<file path="config.mk">
export PLATFORM = sky130hd
export DESIGN_NAME = segmented_binary_to_srecord
export DESIGN_NICKNAME = d
export VERILOG_FILES = /design/src/rtl/sbsrec_pkg.sv /design/src/rtl/segmented_binary_to_srecord.sv
export VERILOG_INCLUDE_DIRS = /design/src /design/src/rtl
export SDC_FILE = /design/constraint.sdc
export NUM_CORES = 1
export LEC_CHECK = 0
export ABC_CLOCK_PERIOD_IN_PS = 10300
export BUFFER_PORTS_ARGS = -buffer_cell sky130_fd_sc_hd__buf_2
export CORE_MARGIN = 5
export CORE_UTILIZATION = 55
export DETAILED_ROUTE_END_ITERATION = 8
export PLACE_DENSITY = 0.75
export SLEW_MARGIN = 40
export SYNTH_ARGS = -nofsm -noshare
export SYNTH_HDL_FRONTEND = slang
export SYNTH_SLANG_ARGS = --single-unit
</file>
<file path="constraint.sdc">
create_clock -name i_clk -period 10.3 [get_ports i_clk]
set_clock_uncertainty 0.2 [all_clocks]
set_input_delay 2.575 -clock i_clk [delete_from_list [all_inputs] [get_ports i_clk]]
set_output_delay 2.575 -clock i_clk [all_outputs]
set_load 0.005 [all_outputs]
</file>
<file path="src/rtl/assert_macros.svh">
// Assertion macros shared by the RTL of the S-record encoder.
`ifndef ASSERT_MACROS_SVH
`define ASSERT_MACROS_SVH
`ifndef NO_ASSERTIONS
// Checks a condition at every clock edge outside reset.
`define ASSERT_ALWAYS(lbl, expr, msg) \
    lbl: assert property (@(posedge i_clk) disable iff (!i_rst_n) (expr)) else $error(msg);
// Checks that a condition in one cycle is followed by another in the next.
`define ASSERT_NEXT(lbl, ante, cons, msg) \
    lbl: assert property (@(posedge i_clk) disable iff (!i_rst_n) (ante) |=> (cons)) else $error(msg);
`else
`define ASSERT_ALWAYS(lbl, expr, msg)
`define ASSERT_NEXT(lbl, ante, cons, msg)
`endif
`endif

</file>
<file path="src/rtl/sbsrec_pkg.sv">
// Types, constants and helper functions of the S-record encoder.
`timescale 1ns / 1ps
package sbsrec_pkg;

    localparam int MAX_RECORD_DATA_DEF = 32;

    localparam logic [7:0] TRAILER_TYPE = 8'hFF;
    localparam logic [7:0] RECORD_EXTRA = 8'h03;
    localparam logic [7:0] CH_S         = 8'h53;
    localparam logic [7:0] CH_ONE       = 8'h31;
    localparam logic [7:0] CH_NINE      = 8'h39;
    localparam logic [7:0] CH_NEWLINE   = 8'h0A;
    localparam logic [7:0] CH_NONE      = 8'h00;

    localparam logic [1:0] PAIR_ONE     = 2'd1;
    localparam logic [1:0] PAIR_TWO     = 2'd2;

    // Position in the segment header and data.
    typedef enum logic [2:0] {
        PH_TYPE,
        PH_LEN_HI,
        PH_LEN_LO,
        PH_ADDR_HI,
        PH_ADDR_LO,
        PH_DATA
    } t_phase;

    typedef enum logic {
        ST_IDLE,
        ST_EMIT
    } t_state;

    // Character pair of a record being sent.
    typedef enum logic [2:0] {
        PC_HEAD,
        PC_COUNT,
        PC_ADDR_HI,
        PC_ADDR_LO,
        PC_DATA,
        PC_SUM,
        PC_EOL
    } t_piece;

    function automatic logic [7:0] hex_char(input logic [3:0] v);
        logic [7:0] wide;
        wide = {4'h0, v};
        return (v < 4'd10) ? (8'h30 + wide) : (8'h37 + wide);
    endfunction

endpackage

</file>
<file path="src/rtl/segmented_binary_to_srecord.sv">
// Top level of the segmented binary to S-record text encoder.
`timescale 1ns / 1ps
`include "assert_macros.svh"
// Header, length, address and data bytes that produce no text are taken with no stall. A
// byte that ends a record of n data bytes, or an S9 trailer, holds the input while its n + 6
// pairs go out, one pair a cycle from the record buffer memory unless the output stalls; the
// first pair is loaded from the record registered at the transfer. The input is taken again
// as soon as the last pair sits in the output register. Synchronous active-low reset clears
// the parser, the sequencer and the output valid; the record buffer is not cleared.
module segmented_binary_to_srecord #(
    parameter int MAX_RECORD_DATA = sbsrec_pkg::MAX_RECORD_DATA_DEF
) (
    input  logic       i_clk,
    input  logic       i_rst_n,
    input  logic       i_valid,
    output logic       o_stall,
    input  logic [7:0] i_data_byte,
    input  logic       i_end_of_file,
    output logic       o_valid,
    input  logic       i_stall,
    output logic [7:0] o_char_first,
    output logic [7:0] o_char_second,
    output logic [1:0] o_char_count,
    output logic       o_last_of_run
);
    import sbsrec_pkg::*;

    localparam int CW = $clog2(MAX_RECORD_DATA + 1);
    localparam int AW = (MAX_RECORD_DATA > 1) ? $clog2(MAX_RECORD_DATA) : 1;

    // Parser state.
    t_phase      r_phase, n_phase;
    logic        r_trailer, n_trailer;
    logic [15:0] r_remain, n_remain;
    logic [15:0] r_addr, n_addr;
    logic [CW-1:0] r_fill, n_fill;
    logic [7:0]  r_dsum, n_dsum;
    logic        r_finished, n_finished;

    // Record handed to the sequencer.
    logic          emit_go;
    logic          emit_s9;
    logic [CW-1:0] emit_cnt;
    logic [15:0]   emit_addr;
    logic [7:0]    emit_dsum;
    logic [7:0]    emit_cc;

    logic [CW-1:0] fill_inc;
    logic [7:0]    dsum_inc;
    logic [15:0]   remain_dec;

    // Sequencer state.
    t_state        r_state, n_state;
    t_piece        r_piece, n_piece;
    logic [CW-1:0] r_rd_idx, n_rd_idx;
    logic [CW-1:0] rd_next;
    logic          r_rec_s9;
    logic [CW-1:0] r_rec_cnt;
    logic [15:0]   r_rec_addr;
    logic [7:0]    r_rec_sum;
    logic [7:0]    r_rec_cc;

    // Output register.
    logic       r_out_valid;
    logic [7:0] r_char_first, n_char_first;
    logic [7:0] r_char_second, n_char_second;
    logic [1:0] r_char_count, n_char_count;
    logic       r_last, n_last;
    logic       load;

    // Record buffer.
    logic [7:0] r_mem [MAX_RECORD_DATA];
    logic [7:0] r_mem_q;
    logic       mem_we;

    logic in_xfer;

    assign o_stall = (r_state != ST_IDLE);
    assign in_xfer = i_valid && !o_stall;
    assign mem_we  = in_xfer && !r_finished && (r_phase == PH_DATA);

    assign fill_inc   = r_fill + CW'(1);
    assign dsum_inc   = r_dsum + i_data_byte;
    assign remain_dec = r_remain - 16'd1;

    always_comb begin
        n_phase    = r_phase;
        n_trailer  = r_trailer;
        n_remain   = r_remain;
        n_addr     = r_addr;
        n_fill     = r_fill;
        n_dsum     = r_dsum;
        n_finished = r_finished;
        emit_go    = 1'b0;
        emit_s9    = 1'b0;
        emit_cnt   = r_fill;
        emit_addr  = r_addr;
        emit_dsum  = r_dsum;
        if (!r_finished) begin
            case (r_phase)
                PH_TYPE: begin
                    n_trailer = (i_data_byte == TRAILER_TYPE);
                    n_phase   = PH_LEN_HI;
                end
                PH_LEN_HI: begin
                    n_remain = {i_data_byte, 8'h00};
                    n_phase  = PH_LEN_LO;
                end
                PH_LEN_LO: begin
                    n_remain = {r_remain[15:8], i_data_byte};
                    n_phase  = PH_ADDR_HI;
                end
                PH_ADDR_HI: begin
                    n_addr  = {i_data_byte, 8'h00};
                    n_phase = PH_ADDR_LO;
                end
                PH_ADDR_LO: begin
                    n_addr = {r_addr[15:8], i_data_byte};
                    n_fill = '0;
                    n_dsum = 8'h00;
                    if (r_trailer) begin
                        emit_go    = 1'b1;
                        emit_s9    = 1'b1;
                        emit_cnt   = '0;
                        emit_addr  = n_addr;
                        emit_dsum  = 8'h00;
                        n_finished = 1'b1;
                        n_phase    = PH_TYPE;
                    end else begin
                        n_phase = (r_remain == 16'd0) ? PH_TYPE : PH_DATA;
                    end
                end
                PH_DATA: begin
                    n_remain = remain_dec;
                    if (fill_inc == CW'(MAX_RECORD_DATA) || remain_dec == 16'd0) begin
                        emit_go   = 1'b1;
                        emit_cnt  = fill_inc;
                        emit_addr = r_addr;
                        emit_dsum = dsum_inc;
                        n_addr    = r_addr + 16'(fill_inc);
                        n_fill    = '0;
                        n_dsum    = 8'h00;
                        if (remain_dec == 16'd0) begin
                            n_phase = PH_TYPE;
                        end
                    end else begin
                        n_fill = fill_inc;
                        n_dsum = dsum_inc;
                    end
                end
                default: begin
                    n_phase = PH_TYPE;
                end
            endcase
        end
        if (i_end_of_file) begin
            // A record emitted above always leaves the fill count at zero, so at most
            // one record comes out of one transfer.
            if (n_fill != '0) begin
                emit_go   = 1'b1;
                emit_s9   = 1'b0;
                emit_cnt  = n_fill;
                emit_addr = n_addr;
                emit_dsum = n_dsum;
            end
            n_phase    = PH_TYPE;
            n_trailer  = 1'b0;
            n_remain   = 16'd0;
            n_addr     = 16'd0;
            n_fill     = '0;
            n_dsum     = 8'h00;
            n_finished = 1'b0;
        end
    end

    assign emit_cc = 8'(emit_cnt) + RECORD_EXTRA;
    assign rd_next = r_rd_idx + CW'(1);
    assign load    = (r_state == ST_EMIT) && (!r_out_valid || !i_stall);

    always_comb begin
        n_state       = r_state;
        n_piece       = r_piece;
        n_rd_idx      = r_rd_idx;
        n_char_first  = hex_char(r_rec_cc[7:4]);
        n_char_second = hex_char(r_rec_cc[3:0]);
        n_char_count  = PAIR_TWO;
        n_last        = 1'b0;
        if (in_xfer) begin
            n_rd_idx = '0;
            if (emit_go) begin
                n_state = ST_EMIT;
                n_piece = PC_HEAD;
            end
        end
        if (r_state == ST_EMIT) begin
            case (r_piece)
                PC_HEAD: begin
                    n_char_first  = CH_S;
                    n_char_second = r_rec_s9 ? CH_NINE : CH_ONE;
                    if (load) n_piece = PC_COUNT;
                end
                PC_COUNT: begin
                    if (load) n_piece = PC_ADDR_HI;
                end
                PC_ADDR_HI: begin
                    n_char_first  = hex_char(r_rec_addr[15:12]);
                    n_char_second = hex_char(r_rec_addr[11:8]);
                    if (load) n_piece = PC_ADDR_LO;
                end
                PC_ADDR_LO: begin
                    n_char_first  = hex_char(r_rec_addr[7:4]);
                    n_char_second = hex_char(r_rec_addr[3:0]);
                    if (load) n_piece = (r_rec_cnt == '0) ? PC_SUM : PC_DATA;
                end
                PC_DATA: begin
                    n_char_first  = hex_char(r_mem_q[7:4]);
                    n_char_second = hex_char(r_mem_q[3:0]);
                    if (load) begin
                        if (rd_next == r_rec_cnt) begin
                            n_piece = PC_SUM;
                        end else begin
                            n_rd_idx = rd_next;
                        end
                    end
                end
                PC_SUM: begin
                    n_char_first  = hex_char(~r_rec_sum[7:4]);
                    n_char_second = hex_char(~r_rec_sum[3:0]);
                    if (load) n_piece = PC_EOL;
                end
                PC_EOL: begin
                    n_char_first  = CH_NEWLINE;
                    n_char_second = CH_NONE;
                    n_char_count  = PAIR_ONE;
                    n_last        = 1'b1;
                    if (load) n_state = ST_IDLE;
                end
                default: begin
                    n_state = ST_IDLE;
                end
            endcase
        end
    end

    always_ff @(posedge i_clk) begin
        if (!i_rst_n) begin
            r_phase    <= PH_TYPE;
            r_trailer  <= 1'b0;
            r_remain   <= 16'd0;
            r_addr     <= 16'd0;
            r_fill     <= '0;
            r_dsum     <= 8'h00;
            r_finished <= 1'b0;
        end else if (in_xfer) begin
            r_phase    <= n_phase;
            r_trailer  <= n_trailer;
            r_remain   <= n_remain;
            r_addr     <= n_addr;
            r_fill     <= n_fill;
            r_dsum     <= n_dsum;
            r_finished <= n_finished;
        end
    end

    always_ff @(posedge i_clk) begin
        if (!i_rst_n) begin
            r_state     <= ST_IDLE;
            r_piece     <= PC_HEAD;
            r_rd_idx    <= '0;
            r_rec_cnt   <= '0;
            r_out_valid <= 1'b0;
        end else begin
            r_state  <= n_state;
            r_piece  <= n_piece;
            r_rd_idx <= n_rd_idx;
            if (in_xfer && emit_go) begin
                r_rec_cnt <= emit_cnt;
            end
            if (load) begin
                r_out_valid <= 1'b1;
            end else if (!i_stall) begin
                r_out_valid <= 1'b0;
            end
        end
    end

    always_ff @(posedge i_clk) begin
        if (in_xfer && emit_go) begin
            r_rec_s9   <= emit_s9;
            r_rec_addr <= emit_addr;
            r_rec_cc   <= emit_cc;
            r_rec_sum  <= emit_cc + emit_addr[15:8] + emit_addr[7:0] + emit_dsum;
        end
        if (load) begin
            r_char_first  <= n_char_first;
            r_char_second <= n_char_second;
            r_char_count  <= n_char_count;
            r_last        <= n_last;
        end
    end

    // The buffer is read every cycle at the next index. A write and a read of the same
    // entry at the transfer edge return old data, but the read is repeated while the header
    // pairs are sent, so the new byte is picked up before it is sent.
    always_ff @(posedge i_clk) begin
        if (mem_we) begin
            r_mem[r_fill[AW-1:0]] <= i_data_byte;
        end
        r_mem_q <= r_mem[n_rd_idx[AW-1:0]];
    end

    assign o_valid       = r_out_valid;
    assign o_char_first  = r_char_first;
    assign o_char_second = r_char_second;
    assign o_char_count  = r_char_count;
    assign o_last_of_run = r_last;

    `ASSERT_NEXT(a_eol_ends_record, load && (r_piece == PC_EOL), r_state == ST_IDLE, "newline did not end the record")
    `ASSERT_ALWAYS(a_rd_in_record, r_rd_idx <= r_rec_cnt, "buffer read index beyond record")
    `ASSERT_ALWAYS(a_fill_below_full, r_fill < CW'(MAX_RECORD_DATA), "full record kept in buffer")
    `ASSERT_ALWAYS(a_single_is_last, !r_out_valid || ((r_char_count == PAIR_ONE) == r_last), "single character not at end of run")
    `ASSERT_ALWAYS(a_finished_idle_parse, !r_finished || (r_phase == PH_TYPE), "parser moved after trailer")

endmodule
</file>
==> summary.txt <==
Synthesis
  – Synth Cell Area: between 15,000 and 20,000 um2
  – Primary FF master, synth: edfxtp_1
  – Post-synthesis compound-gate area fraction: 15.0%
  – Post-synthesis area per instance: about 11 um2
  – Largest family of logic cells by synthesized area: compound AO/OA/AOI/OAI gates
  – Count leader, synth: edfxtp_1
  – Number of synthesized flops with an enable pin: 304
  – Total number of yosys warnings: 0
  – Synth top area share: 45.9%
  – Mux cell area share after synthesis: 9.14%
  – Synth cell types: 90
  – Sequential area share after synthesis: between 50% and 60%
  – Post-synth ARST share: 0%
  – Adder-Cell Fraction of Synth Area: about 4.0%
  – Synthesized instance count: 1,776
  – Post-synth top area cell: edfxtp_1
  – #FFs+latches synth: between 300 and 400
  – Post-Synth Simple-Gate Area: around an eighth
  – Area contributors post-synth: edfxtp_1 (46%), dfxtp_1 (7.7%), mux2i_1 (7.6%), nor2_1 (3.1%), nand2_1 (2.9%)
  – Synth top cells by count: edfxtp_1 (304), nor2_1 (166), nand2_1 (153)
  – XOR/XNOR Fraction of Synth Area: roughly 2.9%

Timing
  – Fin crit period: 9.09 ns
  – Worst relative slew slack: about two fifths
  – Max-slew violations: 0
  – Setup violators final: 0
  – Tcrit/Tclk final: 88.3%
  – Worst slew pin tran: 0.888 ns
  – Max frequency: 110 MHz
  – Fin. Hold Viols: 0
  – Total Neg Setup Slack: 0 ns
  – Unrepaired setup endpoints after global routing: false
  – Hold_ws: 0.300 ns

Detailed routing
  – First-pass DRT Iterations: 7
  – Routed vias: between 10,000 and 15,000
  – Vias/cell: around 6.4
  – Routed length per instance: 22.4 um
  – Drt drc: 0
  – Violation count after the first detailed-route iteration: 1,545
  – Drt total wl: 50.7 mm
  – Final ANT Viol Nets: 0

Critical path
  – Largest stage delay, worst path: about 0.70 ns
  – CP startpoint kind: register
  – Worst Path Arrival: between 9 and 10 ns
  – R2r startpoint: r_remain[0]
  – Critical-path top delay cell: a2111o_1
  – Critical path peak fanout: 24
  – Setup crit start: r_remain[0]
  – Endpoint class of the critical path: register
  – Critical path data required time: roughly 10 ns
  – WS Path Type: register to register

Clock network
  – Post-CTS sizing: 0
  – Setup Buffers After CTS: 0
  – CTS Buf Count: 40
  – Longest Clk Path Bufs: 3
  – Root buffer cell: clkbuf_16
  – Sink count of the clock tree: 380
  – H-tree lvl count: 2
  – CTS tree: yes
  – Clock transition at path regs: roughly 0.06 ns
  – Hold-fix buffers, CTS: 0
  – Clock Latency Late Sink: 0.55 ns

Placed design
  – GP Congestion: 0.947
  – HPWL after DPL: approximately 34 mm
  – IO Port Bufs: 31

Floorplanning
  – Die Wd: 200 um
  – Die height: 200 um
  – Die area: 40,000 um2
  – Num rows: slightly below 70
  – # IOs: 34
  – Starting Density: 55.7%
  – Core Footprint: 35,700 um2

Hold path
  – Worst hold path class: register to register
  – Beginning of the worst hold path: r_rec_cnt[0]

Pwr
  – Peak supply drop: 0.149 mV
  – Power Dens Cells: roughly 150 nW/um2
  – LEAKAGE: 8.38 nW

Global routing
  – Total gr overflow: 0
  – Number of antenna violations at the first check in global routing: 1
  – All-Layer GR Usage: 25.2%
  – Number of global-route vias before repair: about 14,000
  – First-pass GRT wire length: 78.7 mm
  – Largest net degree at the start of global routing: 123

Run
  – Max_cap viols: 0

Finish
  – Synthesis-to-layout area growth: 9.44%
  – Fillers: 2,836
  – Nets: roughly 1,800
  – Area of the multi-input gates: 8630 um2
  – Ant. Diodes: 0
  – Fraction of layout cells with a size suffix above 1: 9.67%
  – Sequential cell area: 10,700 um2

Run status
  – Run status: complete, no violations
## metal layers
| layer | track usage, % | wire length [um] |
|---|---|---|
| met4 | 8.45 | 1740 |
| met5 | 0 | 0 |
| met2 | 39.7 | 23500 |
| met1 | 36.1 | 21100 |
| met3 | 3.99 | 4350 |
## through the flow
stage	setup WS [ns]	power [mW]	cell area, um2	util [%]	std cells
global placement	1.54	1.75	20300	57.1	2185
finish	1.21	3.16	21700	61.0	2260
floorplan	2.21	1.72	19900	-	1777
global route	0.807	3.26	21700	61.0	2260
detailed placement	1.22	1.76	20400	57.1	2185
CTS	1.18	3.18	21700	60.8	2259
## worst max-delay path, delay by kind of cell (launching register included)
| family | cells | cell delay (ns) |
|---|---|---|
| XOR/XNOR | 1 | 0.19 |
| AND/OR/NAND/NOR | 9 | 3.07 |
| AO/OA/AOI/OAI | 11 | 2.43 |
| adder cells (fa/ha/maj) | 6 | 2.10 |
| buffers and inverters | 3 | 0.35 |
| flip-flops | 1 | 0.46 |
## sequential cells by signal, indices dropped and copies added, names as in the netlist
name           count
r_rec_sum          8
o_valid            1
r_rec_s9           1
r_rec_cnt          6
r_rec_cc           7
r_fill             6
o_char_count       2
r_dsum             8
r_remain          16
o_stall            1
r_rd_idx           6
o_char_first       7
r_mem_q            8
r_mem            256
o_char_second      7
r_addr            16
r_piece            3
r_phase            3
r_rec_addr        16
r_finished         1
r_trailer          1
## cells by family (layout without fill, tap and decap cells)
logic type,count (synthesis),count (layout)
simple gates,510,510
xor+xnor,63,63
buf+inv,164,186
flops,380,380
other cells,1,2
compound gates,426,426
mux,178,178
fa+ha+maj,54,54
## power by group
part / internal, mW / switching, mW / total [mW] / leakage, nW
clock: 0.836 / 0.601 / 1.44 / 0.639
combinational: 0.0142 / 0.0559 / 0.0701 / 4.42
sequential: 1.65 / 0.00254 / 1.65 / 3.32
## path summary, 6_finish.rpt
check	to	slack [ns]	cells after the start
setup / recovery	r_rec_sum[7]	1.21	30
hold / removal	r_rec_cnt[0]	0.30	2
setup reg to reg	r_rec_sum[7]	1.21	30
hold reg to reg	r_rec_cnt[0]	0.30	2
## placed cells by master (no fill, tap or decap), types with 7 or more instances in the layout
master,count
a22oi_1,36
a32oi_1,12
a211oi_1,17
nand2b_1,18
and3_1,9
nor2b_1,17
clkinv_2,7
o21a_1,12
o21ai_1,7
nor3_1,28
clkinv_1,11
a22o_1,15
a21o_1,12
a311oi_1,11
edfxtp_1,304
ha_1,38
dfxtp_1,74
a31oi_1,11
inv_1,59
nand3_1,49
nand2_1,152
nand3b_1,7
a221oi_1,9
fa_1,16
mux2i_1,150
buf_4,20
buf_2,27
nor2_1,161
clkbuf_16,41
xnor2_1,39
o31ai_1,11
or3_1,8
xor2_1,22
mux2_2,25
a21oi_1,92
a311o_1,10
o22ai_1,17
a32o_1,7
o21ai_0,75
nand4_1,10
## cell type report
type	instances	area share [%]
Timing Repair Buffer	49	1.53
Clock inverter	27	1.25
Inverter	63	1.09
Clock buffer	47	4.82
Sequential cell	380	49.0
Multi-Input combinational cell	1233	39.7
Tap cell	461	2.65
No activity file was read; power rests on OpenSTA's default activity.
